`src/hw/rtl/gar_pkg.sv`:
```
// Package for the group average restriction block: widths, register codes
// and the helper functions for the steering table. No dependencies.
`timescale 1ns / 1ps

package gar_pkg;

  localparam int MaxCoarse = 16;
  localparam int ValueW    = 32;
  localparam int SumW      = 40;
  localparam int SizeW     = 8;
  localparam int GroupW    = 4;
  localparam int CountW    = 5;
  localparam int CfgDataW  = 64;
  localparam int CfgAddrW  = 5;
  localparam int DivCntW   = $clog2(SumW + 1);

  typedef enum logic [1:0] {
    REG_SIZES_LOW   = 2'd0,
    REG_SIZES_HIGH  = 2'd1,
    REG_GROUP_COUNT = 2'd2
  } cfg_reg_e;

  // Fine count of one coarse group; a count of zero acts as one.
  function automatic logic [SizeW-1:0] run_size(input logic [CfgDataW-1:0] lo,
                                                 input logic [CfgDataW-1:0] hi,
                                                 input logic [GroupW-1:0]   grp);
    logic [CfgDataW-1:0] word;
    logic [SizeW-1:0]    sz;
    word = grp[GroupW-1] ? hi : lo;
    sz   = word[grp[GroupW-2:0]*SizeW +: SizeW];
    return (sz == '0) ? SizeW'(1) : sz;
  endfunction

  // Coarse groups in use, clamped to the range one to MaxCoarse.
  function automatic logic [CountW-1:0] groups_in_use(input logic [CountW-1:0] cnt);
    logic [CountW-1:0] n;
    n = cnt;
    if (n == '0) begin
      n = CountW'(1);
    end
    if (n > CountW'(MaxCoarse)) begin
      n = CountW'(MaxCoarse);
    end
    return n;
  endfunction

endpackage

```
`src/hw/rtl/gar_in_if.sv`:
```
// Input channel of the group average restriction block: one fine value a beat.
// Depends on gar_pkg.
`timescale 1ns / 1ps

interface gar_in_if import gar_pkg::*; ();
  logic                     valid;
  logic                     ready;
  logic signed [ValueW-1:0] fine_value;

  modport source (output valid, output fine_value, input ready);
  modport sink   (input valid, input fine_value, output ready);
endinterface

```
`src/hw/rtl/gar_out_if.sv`:
```
// Output channel of the group average restriction block: one coarse mean a beat.
// Depends on gar_pkg.
`timescale 1ns / 1ps

interface gar_out_if import gar_pkg::*; ();
  logic                     valid;
  logic                     ready;
  logic signed [ValueW-1:0] coarse_mean;
  logic [GroupW-1:0]        coarse_index;
  logic                     last_of_unknown;

  modport source (output valid, output coarse_mean, output coarse_index,
                  output last_of_unknown, input ready);
  modport sink   (input valid, input coarse_mean, input coarse_index,
                  input last_of_unknown, output ready);
endinterface

```
`src/hw/rtl/gar_div.sv`:
```
// Bit-serial restoring divider: signed run sum by an unsigned run size,
// one quotient bit per cycle, truncated toward zero. Depends on gar_pkg.
`timescale 1ns / 1ps

module gar_div import gar_pkg::*; (
  input  logic                     clk_i,
  input  logic                     rst_ni,
  input  logic                     start_i,
  input  logic signed [SumW-1:0]   dividend_i,
  input  logic [SizeW-1:0]         divisor_i,
  output logic                     busy_o,
  output logic signed [ValueW-1:0] quotient_o
);

  logic [DivCntW-1:0] cnt_q, cnt_d;
  logic [SumW-1:0]    shreg_q, shreg_d;
  logic [SizeW-1:0]   rem_q, rem_d;
  logic [SizeW-1:0]   divisor_q;
  logic               neg_q;
  logic [SizeW:0]     trial;
  logic [SizeW:0]     diff;
  logic               ge;

  // The dividend shifts out at the top while quotient bits shift in below.
  assign trial = {rem_q, shreg_q[SumW-1]};
  assign diff  = trial - {1'b0, divisor_q};
  assign ge    = trial >= {1'b0, divisor_q};

  always_comb begin
    cnt_d   = cnt_q;
    shreg_d = shreg_q;
    rem_d   = rem_q;
    if (start_i) begin
      cnt_d   = DivCntW'(SumW);
      shreg_d = dividend_i[SumW-1] ? (~dividend_i + SumW'(1)) : dividend_i;
      rem_d   = '0;
    end else if (cnt_q != '0) begin
      cnt_d   = cnt_q - DivCntW'(1);
      shreg_d = {shreg_q[SumW-2:0], ge};
      rem_d   = ge ? diff[SizeW-1:0] : trial[SizeW-1:0];
    end
  end

  always_ff @(posedge clk_i or negedge rst_ni) begin
    if (!rst_ni) begin
      cnt_q <= '0;
    end else begin
      cnt_q <= cnt_d;
    end
  end

  always_ff @(posedge clk_i) begin
    shreg_q <= shreg_d;
    rem_q   <= rem_d;
    if (start_i) begin
      divisor_q <= divisor_i;
      neg_q     <= dividend_i[SumW-1];
    end
  end

  assign busy_o     = cnt_q != '0;
  assign quotient_o = neg_q ? (~shreg_q[ValueW-1:0] + ValueW'(1)) : shreg_q[ValueW-1:0];

endmodule

```
`src/hw/rtl/group_average_restriction.sv`:
```
// A beat that closes a run moves the block from S_IDLE to S_START, where the
// 40-step bit-serial divider takes the run sum, then via S_DIV to S_OUT, which
// registers the coarse mean; a beat that leaves the run open gives nothing. Input
// is taken one beat a cycle inside a run, none from a closing beat until its mean
// is registered. A waiting result blocks input only once the next run's mean is ready.
// Reset clears the run sum, run count and group counter; sizes read 0, count 1.
`timescale 1ns / 1ps

module group_average_restriction import gar_pkg::*; (
  input  logic                clk_i,
  input  logic                rst_ni,
  gar_in_if.sink              in_if,
  gar_out_if.source           out_if,
  input  logic                psel,
  input  logic                penable,
  input  logic                pwrite,
  input  logic [CfgAddrW-1:0] paddr,
  input  logic [CfgDataW-1:0] pwdata,
  output logic [CfgDataW-1:0] prdata,
  output logic                pready
);

  typedef enum logic [1:0] {
    S_IDLE,
    S_START,
    S_DIV,
    S_OUT
  } state_e;

  state_e state_q, state_d;

  logic [CfgDataW-1:0] sizes_low_q, sizes_high_q;
  logic [CountW-1:0]   group_count_q;

  logic signed [SumW-1:0] sum_q, sum_d;
  logic [SizeW-1:0]       fig_q, fig_d;
  logic [GroupW-1:0]      cur_q, cur_d;

  logic [GroupW-1:0]   grp_q;
  logic                last_q;
  logic [SizeW-1:0]    size_q;

  logic                     out_valid_q, out_valid_d;
  logic signed [ValueW-1:0] mean_q;
  logic [GroupW-1:0]        idx_q;
  logic                     out_last_q;

  logic                   in_fire;
  logic                   out_load;
  logic [SizeW-1:0]       cur_size;
  logic [CountW-1:0]      n_groups;
  logic                   cur_last;
  logic signed [SumW-1:0] sum_next;
  logic [SizeW-1:0]       fig_next;
  logic                   closes;
  logic                   cfg_wr;
  cfg_reg_e               cfg_sel;

  logic                     div_start;
  logic                     div_busy;
  logic signed [ValueW-1:0] div_quot;

  // Configuration port.
  assign pready  = 1'b1;
  assign cfg_wr  = psel && penable && pwrite && pready;
  assign cfg_sel = cfg_reg_e'(paddr[CfgAddrW-1:3]);

  always_comb begin
    unique case (cfg_sel)
      REG_SIZES_LOW:   prdata = sizes_low_q;
      REG_SIZES_HIGH:  prdata = sizes_high_q;
      REG_GROUP_COUNT: prdata = CfgDataW'(group_count_q);
      default:         prdata = '0;
    endcase
  end

  always_ff @(posedge clk_i or negedge rst_ni) begin
    if (!rst_ni) begin
      sizes_low_q   <= '0;
      sizes_high_q  <= '0;
      group_count_q <= CountW'(1);
    end else if (cfg_wr) begin
      unique case (cfg_sel)
        REG_SIZES_LOW:   sizes_low_q   <= pwdata;
        REG_SIZES_HIGH:  sizes_high_q  <= pwdata;
        REG_GROUP_COUNT: group_count_q <= pwdata[CountW-1:0];
        default:         ;
      endcase
    end
  end

  // Run accumulation.
  assign cur_size = run_size(sizes_low_q, sizes_high_q, cur_q);
  assign n_groups = groups_in_use(group_count_q);
  assign cur_last = (CountW'(cur_q) + CountW'(1)) >= n_groups;
  assign sum_next = sum_q + {{(SumW-ValueW){in_if.fine_value[ValueW-1]}}, in_if.fine_value};
  assign fig_next = fig_q + SizeW'(1);
  assign closes   = fig_next >= cur_size;

  assign in_if.ready = state_q == S_IDLE;
  assign in_fire     = in_if.valid && in_if.ready;
  assign div_start   = state_q == S_START;
  assign out_load    = (state_q == S_OUT) && (!out_valid_q || out_if.ready);

  always_comb begin
    state_d     = state_q;
    sum_d       = sum_q;
    fig_d       = fig_q;
    cur_d       = cur_q;
    out_valid_d = out_valid_q;
    if (out_valid_q && out_if.ready) begin
      out_valid_d = 1'b0;
    end
    unique case (state_q)
      S_IDLE: begin
        if (in_fire) begin
          sum_d = sum_next;
          fig_d = fig_next;
          if (closes) begin
            state_d = S_START;
          end
        end
      end
      S_START: begin
        // The divider has taken the sum, so the next run can open now.
        sum_d   = '0;
        fig_d   = '0;
        cur_d   = last_q ? '0 : grp_q + GroupW'(1);
        state_d = S_DIV;
      end
      S_DIV: begin
        if (!div_busy) begin
          state_d = S_OUT;
        end
      end
      S_OUT: begin
        if (out_load) begin
          out_valid_d = 1'b1;
          state_d     = S_IDLE;
        end
      end
      default: state_d = S_IDLE;
    endcase
  end

  always_ff @(posedge clk_i or negedge rst_ni) begin
    if (!rst_ni) begin
      state_q     <= S_IDLE;
      sum_q       <= '0;
      fig_q       <= '0;
      cur_q       <= '0;
      out_valid_q <= 1'b0;
    end else begin
      state_q     <= state_d;
      sum_q       <= sum_d;
      fig_q       <= fig_d;
      cur_q       <= cur_d;
      out_valid_q <= out_valid_d;
    end
  end

  always_ff @(posedge clk_i) begin
    if (in_fire && closes) begin
      grp_q  <= cur_q;
      last_q <= cur_last;
      size_q <= cur_size;
    end
    if (out_load) begin
      mean_q     <= div_quot;
      idx_q      <= grp_q;
      out_last_q <= last_q;
    end
  end

  gar_div u_div (
    .clk_i      (clk_i),
    .rst_ni     (rst_ni),
    .start_i    (div_start),
    .dividend_i (sum_q),
    .divisor_i  (size_q),
    .busy_o     (div_busy),
    .quotient_o (div_quot)
  );

  assign out_if.valid           = out_valid_q;
  assign out_if.coarse_mean     = mean_q;
  assign out_if.coarse_index    = idx_q;
  assign out_if.last_of_unknown = out_last_q;

  // No beat is taken while the divider works on a run.
  assert property (@(posedge clk_i) disable iff (!rst_ni) div_busy |-> !in_if.ready)
    else $error("input accepted while divider busy");

  // A new result appears only after the divide has finished.
  assert property (@(posedge clk_i) disable iff (!rst_ni)
    $rose(out_valid_q) |-> $past(state_q == S_OUT) && $past(!div_busy))
    else $error("result loaded before divide finished");

  // Handing a run to the divider clears the run state.
  assert property (@(posedge clk_i) disable iff (!rst_ni)
    state_q == S_START |=> fig_q == '0 && sum_q == '0)
    else $error("run state not cleared after close");

endmodule

```
`src/flat_wrapper.sv`:
```
// flat-port wrapper written by rule: the top's interface ports become plain ports
module group_average_restriction_flat import gar_pkg::*;
  (clk_i, rst_ni, psel, penable, pwrite, paddr, pwdata, prdata, pready, in_if_valid, in_if_fine_value, in_if_ready, out_if_valid, out_if_coarse_mean, out_if_coarse_index, out_if_last_of_unknown, out_if_ready);
  gar_in_if in_if_i ();
  gar_out_if out_if_i ();
  input  logic clk_i;
  input  logic rst_ni;
  input  logic psel;
  input  logic penable;
  input  logic pwrite;
  input  logic [CfgAddrW-1:0] paddr;
  input  logic [CfgDataW-1:0] pwdata;
  output logic [CfgDataW-1:0] prdata;
  output logic pready;
  input wire logic [$bits(in_if_i.valid)-1:0] in_if_valid;
  input wire logic [$bits(in_if_i.fine_value)-1:0] in_if_fine_value;
  output wire logic [$bits(in_if_i.ready)-1:0] in_if_ready;
  output wire logic [$bits(out_if_i.valid)-1:0] out_if_valid;
  output wire logic [$bits(out_if_i.coarse_mean)-1:0] out_if_coarse_mean;
  output wire logic [$bits(out_if_i.coarse_index)-1:0] out_if_coarse_index;
  output wire logic [$bits(out_if_i.last_of_unknown)-1:0] out_if_last_of_unknown;
  input wire logic [$bits(out_if_i.ready)-1:0] out_if_ready;
  assign in_if_i.valid = in_if_valid;
  assign in_if_i.fine_value = in_if_fine_value;
  assign in_if_ready = in_if_i.ready;
  assign out_if_valid = out_if_i.valid;
  assign out_if_coarse_mean = out_if_i.coarse_mean;
  assign out_if_coarse_index = out_if_i.coarse_index;
  assign out_if_last_of_unknown = out_if_i.last_of_unknown;
  assign out_if_i.ready = out_if_ready;
  group_average_restriction u_core (.clk_i(clk_i), .rst_ni(rst_ni), .in_if(in_if_i), .out_if(out_if_i), .psel(psel), .penable(penable), .pwrite(pwrite), .paddr(paddr), .pwdata(pwdata), .prdata(prdata), .pready(pready));
endmodule
```
`config.mk`:
```
export PLATFORM = sky130hd
export DESIGN_NAME = group_average_restriction_flat
export DESIGN_NICKNAME = d
export VERILOG_FILES = /design/src/hw/rtl/gar_pkg.sv /design/src/hw/rtl/gar_in_if.sv /design/src/hw/rtl/gar_out_if.sv /design/src/hw/rtl/gar_div.sv /design/src/hw/rtl/group_average_restriction.sv /design/src/flat_wrapper.sv
export SDC_FILE = /design/constraint.sdc
export NUM_CORES = 1
export LEC_CHECK = 0
export BUFFER_PORTS_ARGS = -buffer_cell sky130_fd_sc_hd__buf_4
export CORE_ASPECT_RATIO = 0.8
export CORE_UTILIZATION = 54
export CTS_BUF_LIST = sky130_fd_sc_hd__clkbuf_2
export DETAILED_ROUTE_END_ITERATION = 12
export PLACE_DENSITY = 0.8
export SLEW_MARGIN = 20
export SYNTH_ARGS = -nofsm -noshare
export SYNTH_HDL_FRONTEND = slang
export SYNTH_SLANG_ARGS = --single-unit
```
`constraint.sdc`:
```
create_clock -name clk_i -period 4 [get_ports clk_i]
set_input_delay 0.4 -clock clk_i [delete_from_list [all_inputs] [get_ports clk_i]]
set_output_delay 0.4 -clock clk_i [all_outputs]
set_load 0.01 [all_outputs]
```
==> results of run 1 <==
metal layers:
layer | part of all wire | global-route usage | vias up | wire, um
met3 | 0.061 | 0.04622 | 89 | 2773
li1 | - | - | 6424 | -
met4 | 0.025 | 0.1008 | 0 | 1154
met5 | 0 | 0 | - | 0
met1 | 0.45 | 0.3954 | 6803 | 20730
met2 | 0.46 | 0.4164 | 560 | 21160
cell families (layout without fill, tap and decap cells):
| kind of cell | Yosys count | count (layout) | synth area share |
|---|---|---|---|
| multiplexers | 245 | 245 | 0.1790 |
| other | 1 | 5 | 0.0002151 |
| buffers and inverters | 117 | 492 | 0.02634 |
| flip-flops | 301 | 301 | 0.4583 |
| AND/OR/NAND/NOR | 410 | 410 | 0.1107 |
| XOR/XNOR | 115 | 115 | 0.05778 |
| adder cells (fa/ha/maj) | 72 | 72 | 0.05254 |
| AO/OA/AOI/OAI | 308 | 308 | 0.1152 |
tightest hold or removal path: cells and delay by family:
kind / cells / cell delay [ns]
adder cells (fa/ha/maj): 1 / 0.19
AO/OA/AOI/OAI: 1 / 0.13
XOR/XNOR: 1 / 0.08
buffers and inverters: 1 / 0.09
how the worst max path moves through the flow:
stage                        end  cells past startpoint
2_1_floorplan    u_core.grp_q[0]                     14
3_3_place_gp       u_core.last_q                     13
3_5_place_dp       u_core.last_q                     13
4_1_cts         u_core.size_q[2]                     13
5_1_grt        u_core.state_q[1]                     15
6_report       u_core.state_q[1]                     15
state kept, by name, summed over array words and instances, names as in the netlist, 5 cells and up:
name and flops:
u_core.u_div.divisor_q 8, u_core.u_div.cnt_q 6, u_core.sum_q 40, u_core.sizes_low_q 64, u_core.size_q 8, u_core.out_if.coarse_mean 32
u_core.group_count_q 5, u_core.fig_q 8, u_core.u_div.rem_q 8, u_core.sizes_high_q 64, u_core.u_div.shreg_q 40
repair_timing:
item,4_1_cts,5_1_grt
gates resized for setup,1,5
hold endpoints to repair,249,0
cloned,0,0
hold buffers,70,0
endpoints found under the setup margin,13,14
pin swaps,0,8
setup buffers,0,5
power breakdown:
group          total, mW  internal, mW  switching [mW]
Sequential          5.50          4.35            1.15
Combinational       6.33          2.96            3.36
Clock               2.15         0.876            1.27
Total               14.0          8.19            5.79
layout make-up:
| class | count | area (um2) | area share |
|---|---|---|---|
| diodes | 4 | 10.01 | 0.0004746 |
| clock buffers | 111 | 555.5 | 0.02634 |
| clock inverters | 26 | 161.4 | 0.007654 |
| inverters | 38 | 142.6 | 0.006764 |
| multi-input cells | 1151 | 9054 | 0.4293 |
| flip-flops and latches | 301 | 7991 | 0.3789 |
| well taps | 420 | 525.5 | 0.02492 |
| repair buffers | 317 | 2649 | 0.1256 |
metrics by stage:
stage / total power [mW] / util
floorplan: 9.631 / -
global placement: 11.28 / 0.6208
detailed placement: 11.57 / 0.6208
CTS: 13.80 / 0.6658
global route: 14.90 / 0.6680
finish: 13.97 / 0.6681
layout by cell type, fill, tap and decap left out, types with 6 or more instances in the layout:
master	n
mux2_2	134
mux4_2	40
o22ai_1	6
a21o_1	27
edfxtp_1	99
a211oi_1	12
nor2_1	156
xor2_1	57
o21ai_1	28
inv_1	36
nor3_1	24
clkbuf_2	111
a22o_1	8
nor4_1	7
dfrtp_1	191
or3_1	11
dfxtp_1	8
nand2_1	120
o31ai_1	16
o21ai_0	59
a21oi_1	90
mux2i_1	70
xnor2_1	58
nor2b_1	11
ha_1	69
buf_4	239
o41ai_1	9
nand4_1	11
clkinv_1	18
o211ai_1	7
buf_12	7
dlygate4sd3_1	70
nand3_1	13
nand2b_1	15
==> flow_metrics.env, run 1 <==
export IMPL_status="finished with violations"
export IMPL_violations="negative setup slack"
export IMPL_die_y_um=162.7
export IMPL_viasPerCell=5.860
export IMPL_cts_tree="yes"
export IMPL_grt_total_usage=0.2738
export IMPL_r2r_end="u_core.state_q[1]"
export IMPL_ioPinCount=212
export IMPL_io_buffer_count=207
export IMPL_final_layout_size_suffix_gt1_frac=0.3004
export IMPL_place_gp_congestion=0.9082
export IMPL_core_area_um2=31570
export IMPL_syn_nets=1749
export IMPL_ctsHtreeMaxLevel=3
export IMPL_vdd_drop_max_mv=0.3288
export IMPL_hold_start="in_if_fine_value[3]"
export IMPL_synth_top_area_frac=0.2770
export IMPL_final_setup_viol_count=1
export IMPL_cpMostUsedCell="mux4_2"
export IMPL_place_area_um2=19600
export IMPL_finalMaxSlewViolations=0
export IMPL_synth_area_leader_cell="dfrtp_1"
export IMPL_syn_cell_area_um2=17430
export IMPL_crit_path_start="u_core.cur_q[3]"
export IMPL_max_stage_delay_ns=0.55
export IMPL_fin_ws_ns=-0.007908
export IMPL_startpoint_type="register"
export IMPL_hpwlAfterDp_mm=31.35
export IMPL_synth_most_common_cell="dfrtp_1"
export IMPL_critPathKind="reg -> reg"
export IMPL_rsz0062_at_grt="yes"
export IMPL_worst_hold_slack_ns=0.07569
export IMPL_place_ws_ns=-0.1917
export IMPL_synth_cells=1569
export IMPL_antenna_found_initial=3
export IMPL_cp_required_ns=4.76
export IMPL_ys_flop_type="dfrtp_1"
export IMPL_cap_viol_max_count=0
export IMPL_syn_avg_cell_area_um2=11.11
export IMPL_wl_per_cell_um=19.35
export IMPL_fillers=2308
export IMPL_cts_buffers=78
export IMPL_finalNetCount=2067
export IMPL_synth_edf_count=99
export IMPL_path_cells="buf_12 -> mux4_2 -> mux4_2 -> nor4_2 -> a41o_1 -> ha_1 -> nand2b_4 -> a21oi_2 -> nor2b_1 -> o21ai_1 -> a21oi_1 -> buf_4 -> o211ai_1 -> a222oi_1 -> mux2_2"
export IMPL_skew_ns=0.07121
export IMPL_rr_startpoint="u_core.cur_q[3]"
export IMPL_drt_pass1_iterations=7
export IMPL_min_to="u_core.sum_q[3]"
export IMPL_ys_top_cells_by_area="dfrtp_1 28%, edfxtp_1 17%, mux2_2 8.7%, mux4_2 5.2%, ha_1 5.0%"
export IMPL_min_period_ns=4.008
export IMPL_die_area_um2=33010
export IMPL_cts_sinks=301
export IMPL_fin_crit_sh=1.002
export IMPL_grt_pass1_vias=13430
export IMPL_cp_arrival_ns=4.77
export IMPL_post_place_cells=2152
export IMPL_rows=58
export IMPL_fmax_mhz=249.5
export IMPL_crit_fanout=8
export IMPL_rr_worst_depth=15
export IMPL_end_kind="register"
export IMPL_cp_slowest_cell="mux4_2"
export IMPL_fin_area_um2=21090
export IMPL_powerDensity_nw_per_um2=662.5
export IMPL_slew_headroom=0.2879
export IMPL_die_w_um=202.9
export IMPL_num_vias=13880
export IMPL_final_cell_count_no_fill=2368
export IMPL_synth_seq_cells=301
export IMPL_hold_violations=0
export IMPL_ys_seq_area_frac=0.4583
export IMPL_timing_setup_tns_ns=-0.007908
export IMPL_hold_path_class="in -> reg"
export IMPL_cp_top_family="multiplexers"
export IMPL_worstMarginPinSlew_ns=1.068
export IMPL_synth_common_cells="193 x dfrtp_1, 157 x nor2_1, 134 x mux2_2"
export IMPL_route_detailed_drc=0
export IMPL_drt_total_wl_mm=45.81
export IMPL_start_util=0.5522
export IMPL_async_reset_ff_frac=0.6445
export IMPL_syn_to_final_growth_pct=20.97
export IMPL_grt_first_pass_wirelength_mm=71.37
export IMPL_antenna_left=0
export IMPL_root_buffer="clkbuf_2"
export IMPL_ys_types=84
export IMPL_hold_path_depth=4
export IMPL_cts_path_max_buffers=3
export IMPL_grt_overflow=0
export IMPL_path_buf_inv=2
export IMPL_grt_max_degree=117
export IMPL_power_leakage_nw=9.211
export IMPL_synth_warnings=0
export IMPL_ff2ff_setup_slack_ns=-0.008
export IMPL_insertion_delay_ns=0.89
export IMPL_drt_iter0_markers=1001
export IMPL_clkTransAtPathRegs_ns=0.10
No activity file was read; power rests on OpenSTA's default activity.
==> inputs of run 2 (changes only) <==
Settings changed: CORE_ASPECT_RATIO 0.8 to unset.
==> flow_metrics.env, run 2 (synthesized netlist as in run 1, its figures left out) <==
export IMPL_globalRouteMet1Util=0.3660
export IMPL_cpMostUsedCell="mux4_2"
export IMPL_max_stage_delay_ns=0.55
export IMPL_antenna_found_initial=3
export IMPL_hpwlAfterDp_mm=30.79
export IMPL_violations="negative setup slack"
export IMPL_cp_arrival_ns=4.79
export IMPL_place_area_um2=19560
export IMPL_worstMarginPinSlew_ns=0.9946
export IMPL_final_setup_viol_count=2
export IMPL_insertion_delay_ns=0.91
export IMPL_startpoint_type="register"
export IMPL_grt_overflow=0
export IMPL_finalNetCount=2078
export IMPL_cts_tree="yes"
export IMPL_cap_viol_max_count=0
export IMPL_start_util=0.5510
export IMPL_grt_first_pass_wirelength_mm=72.14
export IMPL_fin_ws_ns=-0.08440
export IMPL_final_common_cell="buf_4"
export IMPL_status="finished with violations"
export IMPL_grt_total_usage=0.2753
export IMPL_cts_sinks=301
export IMPL_rsz0062_at_grt="yes"
export IMPL_path_cells="buf_12 -> mux4_2 -> mux4_2 -> nor4_2 -> a41o_1 -> ha_1 -> nand2b_4 -> a21oi_2 -> nor2b_1 -> o21ai_1 -> a21oi_1 -> o211ai_1 -> a222oi_1 -> mux2_2"
export IMPL_rr_worst_depth=14
export IMPL_die_area_um2=33010
export IMPL_hold_violations=0
export IMPL_ctsHtreeMaxLevel=3
export IMPL_end_kind="register"
export IMPL_powerDensity_nw_per_um2=658.4
export IMPL_drt_iter0_markers=1040
export IMPL_skew_ns=0.09808
export IMPL_met3_usage=0.05937
export IMPL_reg_largest_list="u_core.sizes_high_q: 64 flops, u_core.sizes_low_q: 64 flops"
export IMPL_syn_to_final_growth_pct=21.42
export IMPL_most_common_layout_cells="249 x buf_4, 192 x dfrtp_1, 156 x nor2_1"
export IMPL_ioPinCount=212
export IMPL_clkTransAtPathRegs_ns=0.11
export IMPL_place_ws_ns=-0.1220
export IMPL_place_gp_congestion=0.9079
export IMPL_die_y_um=181.7
export IMPL_cts_buffers=78
export IMPL_fmax_mhz=244.8
export IMPL_min_period_ns=4.084
export IMPL_fin_area_um2=21170
export IMPL_drt_total_wl_mm=44.87
export IMPL_drt_pass1_iterations=5
export IMPL_die_w_um=181.7
export IMPL_io_buffer_count=207
export IMPL_use_met2=0.4372
export IMPL_finalMaxSlewViolations=0
export IMPL_cts_path_max_buffers=3
export IMPL_critPathKind="reg -> reg"
export IMPL_core_area_um2=31640
export IMPL_crit_fanout=6
export IMPL_root_buffer="clkbuf_2"
export IMPL_viasPerCell=5.853
export IMPL_slew_headroom=0.3369
export IMPL_cp_slowest_cell="mux4_2"
export IMPL_grt_pass1_vias=14010
export IMPL_num_vias=13840
export IMPL_final_layout_size_suffix_gt1_frac=0.3046
export IMPL_grt_max_degree=110
export IMPL_vdd_drop_max_mv=0.3400
export IMPL_antenna_left=0
export IMPL_hold_path_class="in -> reg"
export IMPL_cp_required_ns=4.71
export IMPL_hold_path_depth=5
export IMPL_rows=65
export IMPL_fin_crit_sh=1.021
export IMPL_wl_per_cell_um=18.97
export IMPL_busiest_layer="met2"
export IMPL_power_leakage_nw=9.281
export IMPL_route_detailed_drc=0
run 2: cell types whose count changed in the layout (fill, tap and decap cells not counted), sizes merged:
cell	change
buf	+8
clkbuf	+1
clkinv	+6
diode	-1
dlygate4sd3	+2
inv	-1
run 2: power breakdown:
part	leakage, nW	internal (mW)	switching (mW)	total [mW]
Clock	0.553	0.886	1.31	2.19
Combinational	5.29	2.99	3.38	6.38
Sequential	3.44	4.35	1.02	5.37
Total	9.28	8.22	5.71	13.9
run 2: worst max-delay path: cells and delay by family, from the launching register on:
kind	cells	cell delay, ns
and+or+nand+nor	3	0.54
adders and majority gates	1	0.15
AOI/OAI and AO/OA	6	1.09
muxes	3	1.46
buffers and inverters	1	0.17
DFF	1	0.52
run 2: path summary, 6_finish.rpt:
| check | from | to | slack [ns] |
|---|---|---|---|
| worst min register to register | u_core.size_q[2] | u_core.u_div.divisor_q[2] | 0.41 |
| max in group asynchronous | rst_ni | u_core.sizes_low_q[23] | 2.68 |
| worst min-delay path | in_if_fine_value[9] | u_core.sum_q[10] | 0.08 |
| worst max register to register | u_core.cur_q[3] | u_core.state_q[1] | -0.08 |
| worst max-delay path | u_core.cur_q[3] | u_core.state_q[1] | -0.08 |
| min in group asynchronous | rst_ni | u_core.sum_q[16] | 0.17 |
run 2: area by class of cell:
class | instances | area, um2
Multi-Input combinational cell | 1151 | 9061
Tap cell | 402 | 503.0
Inverter | 38 | 142.6
Timing Repair Buffer | 328 | 2720
Antenna cell | 3 | 7.507
Sequential cell | 301 | 7990
Fill cell | 2256 | 10470
Clock inverter | 31 | 186.4
Clock buffer | 111 | 555.5
run 2: timing repair:
action | 4_1_cts | 5_1_grt
resized for setup | 1 | 7
pin swaps | 1 | 3
endpoints found under the setup margin | 14 | 15
gates cloned | 0 | 1
hold buffers | 72 | 0
endpoints found under the hold margin | 256 | 0
buffers inserted | 1 | 10
run 2: through the flow:
stage	cells	util	power [mW]	hold WS [ns]	TNS (ns)
detailed placement	2137	0.6183	11.51	0.4045	-1.580
global placement	2137	0.6183	11.23	0.4051	-1.227
floorplan	1569	-	9.631	0.1044	0
finish	2365	0.6691	13.94	0.07546	-0.1309
global route	2364	0.6690	14.96	0.03922	-0.8978
CTS	2352	0.6649	13.78	0.0007070	0
run 2: routing by layer:
metal / vias to the layer above / wire length [um]
met5: - / 13
met4: 2 / 1471
met2: 525 / 21340
li1: 6459 / -
met3: 111 / 3236
met1: 6745 / 18820
==> inputs of run 3 (changes only) <==
--- a/config.mk
+++ b/config.mk
@@ -6,9 +6,10 @@
 export NUM_CORES = 1
 export LEC_CHECK = 0
+export ABC_AREA = 1
 export BUFFER_PORTS_ARGS = -buffer_cell sky130_fd_sc_hd__buf_4
 export CORE_UTILIZATION = 54
 export CTS_BUF_LIST = sky130_fd_sc_hd__clkbuf_2
 export DETAILED_ROUTE_END_ITERATION = 12
-export PLACE_DENSITY = 0.8
+export PLACE_DENSITY = 0.79
 export SLEW_MARGIN = 20
 export SYNTH_ARGS = -nofsm -noshare
==> constraint.sdc (replaced) <==
create_clock -name clk_i -period 4 [get_ports clk_i]
set_input_delay 0.6 -clock clk_i [delete_from_list [all_inputs] [get_ports clk_i]]
set_output_delay 0.6 -clock clk_i [all_outputs]
set_load 0.01 [all_outputs]
==> flow_metrics.env, run 3 <==
export IMPL_status="complete, no violations"
export IMPL_r2r_end="u_core.size_q[3]"
export IMPL_slew_headroom=0.3174
export IMPL_final_layout_size_suffix_gt1_frac=0.1379
export IMPL_synth_common_cells="771 x nand2_1, 363 x inv_1, 312 x o21ai_0"
export IMPL_die_y_um=188.7
export IMPL_syn_cell_area_um2=18820
export IMPL_grt_max_degree=129
export IMPL_final_cell_count_no_fill=3381
export IMPL_drt_pass1_iterations=6
export IMPL_critPathKind="reg -> reg"
export IMPL_rsz0062_at_grt="no"
export IMPL_final_common_cell="nand2_1"
export IMPL_ctsHtreeMaxLevel=3
export IMPL_root_buffer="clkbuf_2"
export IMPL_start_util=0.5556
export IMPL_hold_violations=0
export IMPL_post_cts_setup_buffers=0
export IMPL_io_buffer_count=207
export IMPL_rr_startpoint="u_core.cur_q[0]"
export IMPL_power_leakage_nw=11.26
export IMPL_num_vias=18440
export IMPL_place_gp_congestion=1.002
export IMPL_min_to="u_core.sum_q[7]"
export IMPL_hold_path_class="in -> reg"
export IMPL_cts_path_max_buffers=3
export IMPL_syn_avg_cell_area_um2=7.291
export IMPL_grt_total_usage=0.3206
export IMPL_grt_first_pass_wirelength_mm=90.10
export IMPL_hold_path_depth=4
export IMPL_crit_fanout=18
export IMPL_cp_arrival_ns=4.07
export IMPL_synth_cells=2581
export IMPL_busiest_layer="met2"
export IMPL_vdd_drop_max_mv=0.3959
export IMPL_cts_sinks=301
export IMPL_startpoint_type="register"
export IMPL_die_area_um2=35600
export IMPL_utilization=0.6560
export IMPL_insertion_delay_ns=1.01
export IMPL_synth_seq_cells=301
export IMPL_drt_total_wl_mm=56.61
export IMPL_skew_ns=0.07897
export IMPL_cts_buffers=81
export IMPL_grt_overflow=0
export IMPL_clkTransAtPathRegs_ns=0.10
export IMPL_cap_viol_max_count=0
export IMPL_worst_hold_slack_ns=0.08429
export IMPL_final_setup_viol_count=0
export IMPL_fmax_mhz=287.8
export IMPL_ys_top_cells_by_area="dfrtp_1 26%, edfxtp_1 16%, nand2_1 15%, o21ai_0 8.3%, inv_1 7.2%"
export IMPL_ys_types=50
export IMPL_rr_worst_depth=16
export IMPL_ioPinCount=212
export IMPL_syn_nets=2761
export IMPL_grt_pass1_vias=17560
export IMPL_powerDensity_nw_per_um2=655.7
export IMPL_ff2ff_setup_slack_ns=0.52
export IMPL_total_power_mw=14.57
export IMPL_fin_crit_sh=0.8688
export IMPL_met3_usage=0.05476
export IMPL_finalNetCount=3047
export IMPL_most_common_layout_cells="769 x nand2_1, 363 x inv_1, 312 x o21ai_0"
export IMPL_antenna_found_initial=2
export IMPL_route_detailed_drc=0
export IMPL_hold_start="in_if_fine_value[7]"
export IMPL_async_reset_ff_frac=0.6445
export IMPL_synth_most_common_cell="nand2_1"
export IMPL_end_kind="register"
export IMPL_synth_top_area_frac=0.2566
export IMPL_syn_to_final_growth_pct=18.06
export IMPL_synth_edf_count=99
export IMPL_globalRouteMet1Util=0.4442
export IMPL_cts_repair_resized=0
export IMPL_hpwlAfterDp_mm=41.23
export IMPL_use_met2=0.4986
export IMPL_viasPerCell=5.454
export IMPL_ys_flop_type="dfrtp_1"
export IMPL_worstMarginPinSlew_ns=1.023
export IMPL_core_area_um2=33870
export IMPL_cts_tree="yes"
export IMPL_reg_largest_list="u_core.sizes_high_q: 64 flops, u_core.sizes_low_q: 64 flops"
export IMPL_wl_per_cell_um=16.74
export IMPL_synth_area_leader_cell="dfrtp_1"
export IMPL_cp_required_ns=4.60
export IMPL_post_place_cells=3163
export IMPL_ys_seq_area_frac=0.4245
export IMPL_synth_warnings=0
export IMPL_antenna_left=0
export IMPL_drt_iter0_markers=1876
export IMPL_rows=67
export IMPL_min_period_ns=3.475
export IMPL_finalMaxSlewViolations=0
export IMPL_die_w_um=188.7
export IMPL_timing_setup_tns_ns=0
[run 3: repair_timing]
action / CTS / global route
endpoints found under the hold margin: 191 / 0
hold buffers: 69 / 0
endpoints found under the setup margin: 0 / 0
[run 3: layout make-up]
class	count	area, um2
Clock inverter	23	143.9
Timing Repair Buffer	296	2451
Fill cell	2933	11650
Tap cell	448	560.5
Multi-Input combinational cell	1816	9054
Antenna cell	4	10.01
Clock buffer	122	610.6
Inverter	371	1393
Sequential cell	301	7994
[run 3: critical path: stages (launching register included)]
cell and delay, ns:
dfrtp_2 0.61, inv_1 0.34, a21oi_1 0.20, o21ai_0 0.10, nand3_1 0.11, nand3_1 0.18, nand2_1 0.17, nor2_1 0.05
nand2_1 0.06, o21ai_1 0.09, ha_1 0.20, inv_1 0.05, a21oi_1 0.05, o31ai_1 0.21, nand2_1 0.10, a31o_2 0.21
inv_1 0.37
[run 3: how the worst max path moves through the flow]
stage	startpoint	end	slack, ns	cells past startpoint
finish	u_core.cur_q[0]	u_core.size_q[3]	0.52	16
floorplan	u_core.cur_q[0]	u_core.grp_q[0]	1.31	15
global route	u_core.cur_q[0]	u_core.size_q[3]	0.27	16
global placement	u_core.cur_q[0]	u_core.size_q[6]	0.68	16
CTS	u_core.cur_q[0]	u_core.size_q[3]	0.58	16
detailed placement	u_core.cur_q[0]	u_core.size_q[5]	0.60	16
[run 3: report_power, final]
part,internal [mW],switching (mW),total (mW),leakage [nW]
logic,2.53,4.55,7.08,7.14
clock network,0.936,1.34,2.28,0.574
registers,4.33,0.889,5.21,3.54
total,7.79,6.78,14.6,11.3
[run 3: logic make-up after synthesis]
logic type               count (synthesis)  synth area share
AO/OA/AOI/OAI                          497            0.1450
XOR/XNOR                                64           0.02979
adder cells (fa/ha/maj)                 72           0.04867
buffers and inverters                  464           0.09654
flip-flops                             301            0.4245
other                                    1         0.0001993
AND/OR/NAND/NOR                       1182            0.2553
[run 3: layer usage]
layer,up-vias,part of all wire
li1,8957,-
met1,8525,0.43
met2,824,0.45
met3,134,0.083
met4,0,0.034
met5,-,0
[run 3: stage by stage]
| step | worst slack, ns | instance area (um2) |
|---|---|---|
| 2_1_floorplan | 1.305 | 18820 |
| 3_3_place_gp | 0.6823 | 20750 |
| 3_5_place_dp | 0.5980 | 20750 |
| 4_1_cts | 0.5833 | 22200 |
| 5_1_grt | 0.2720 | 22220 |
| 6_report | 0.5248 | 22220 |
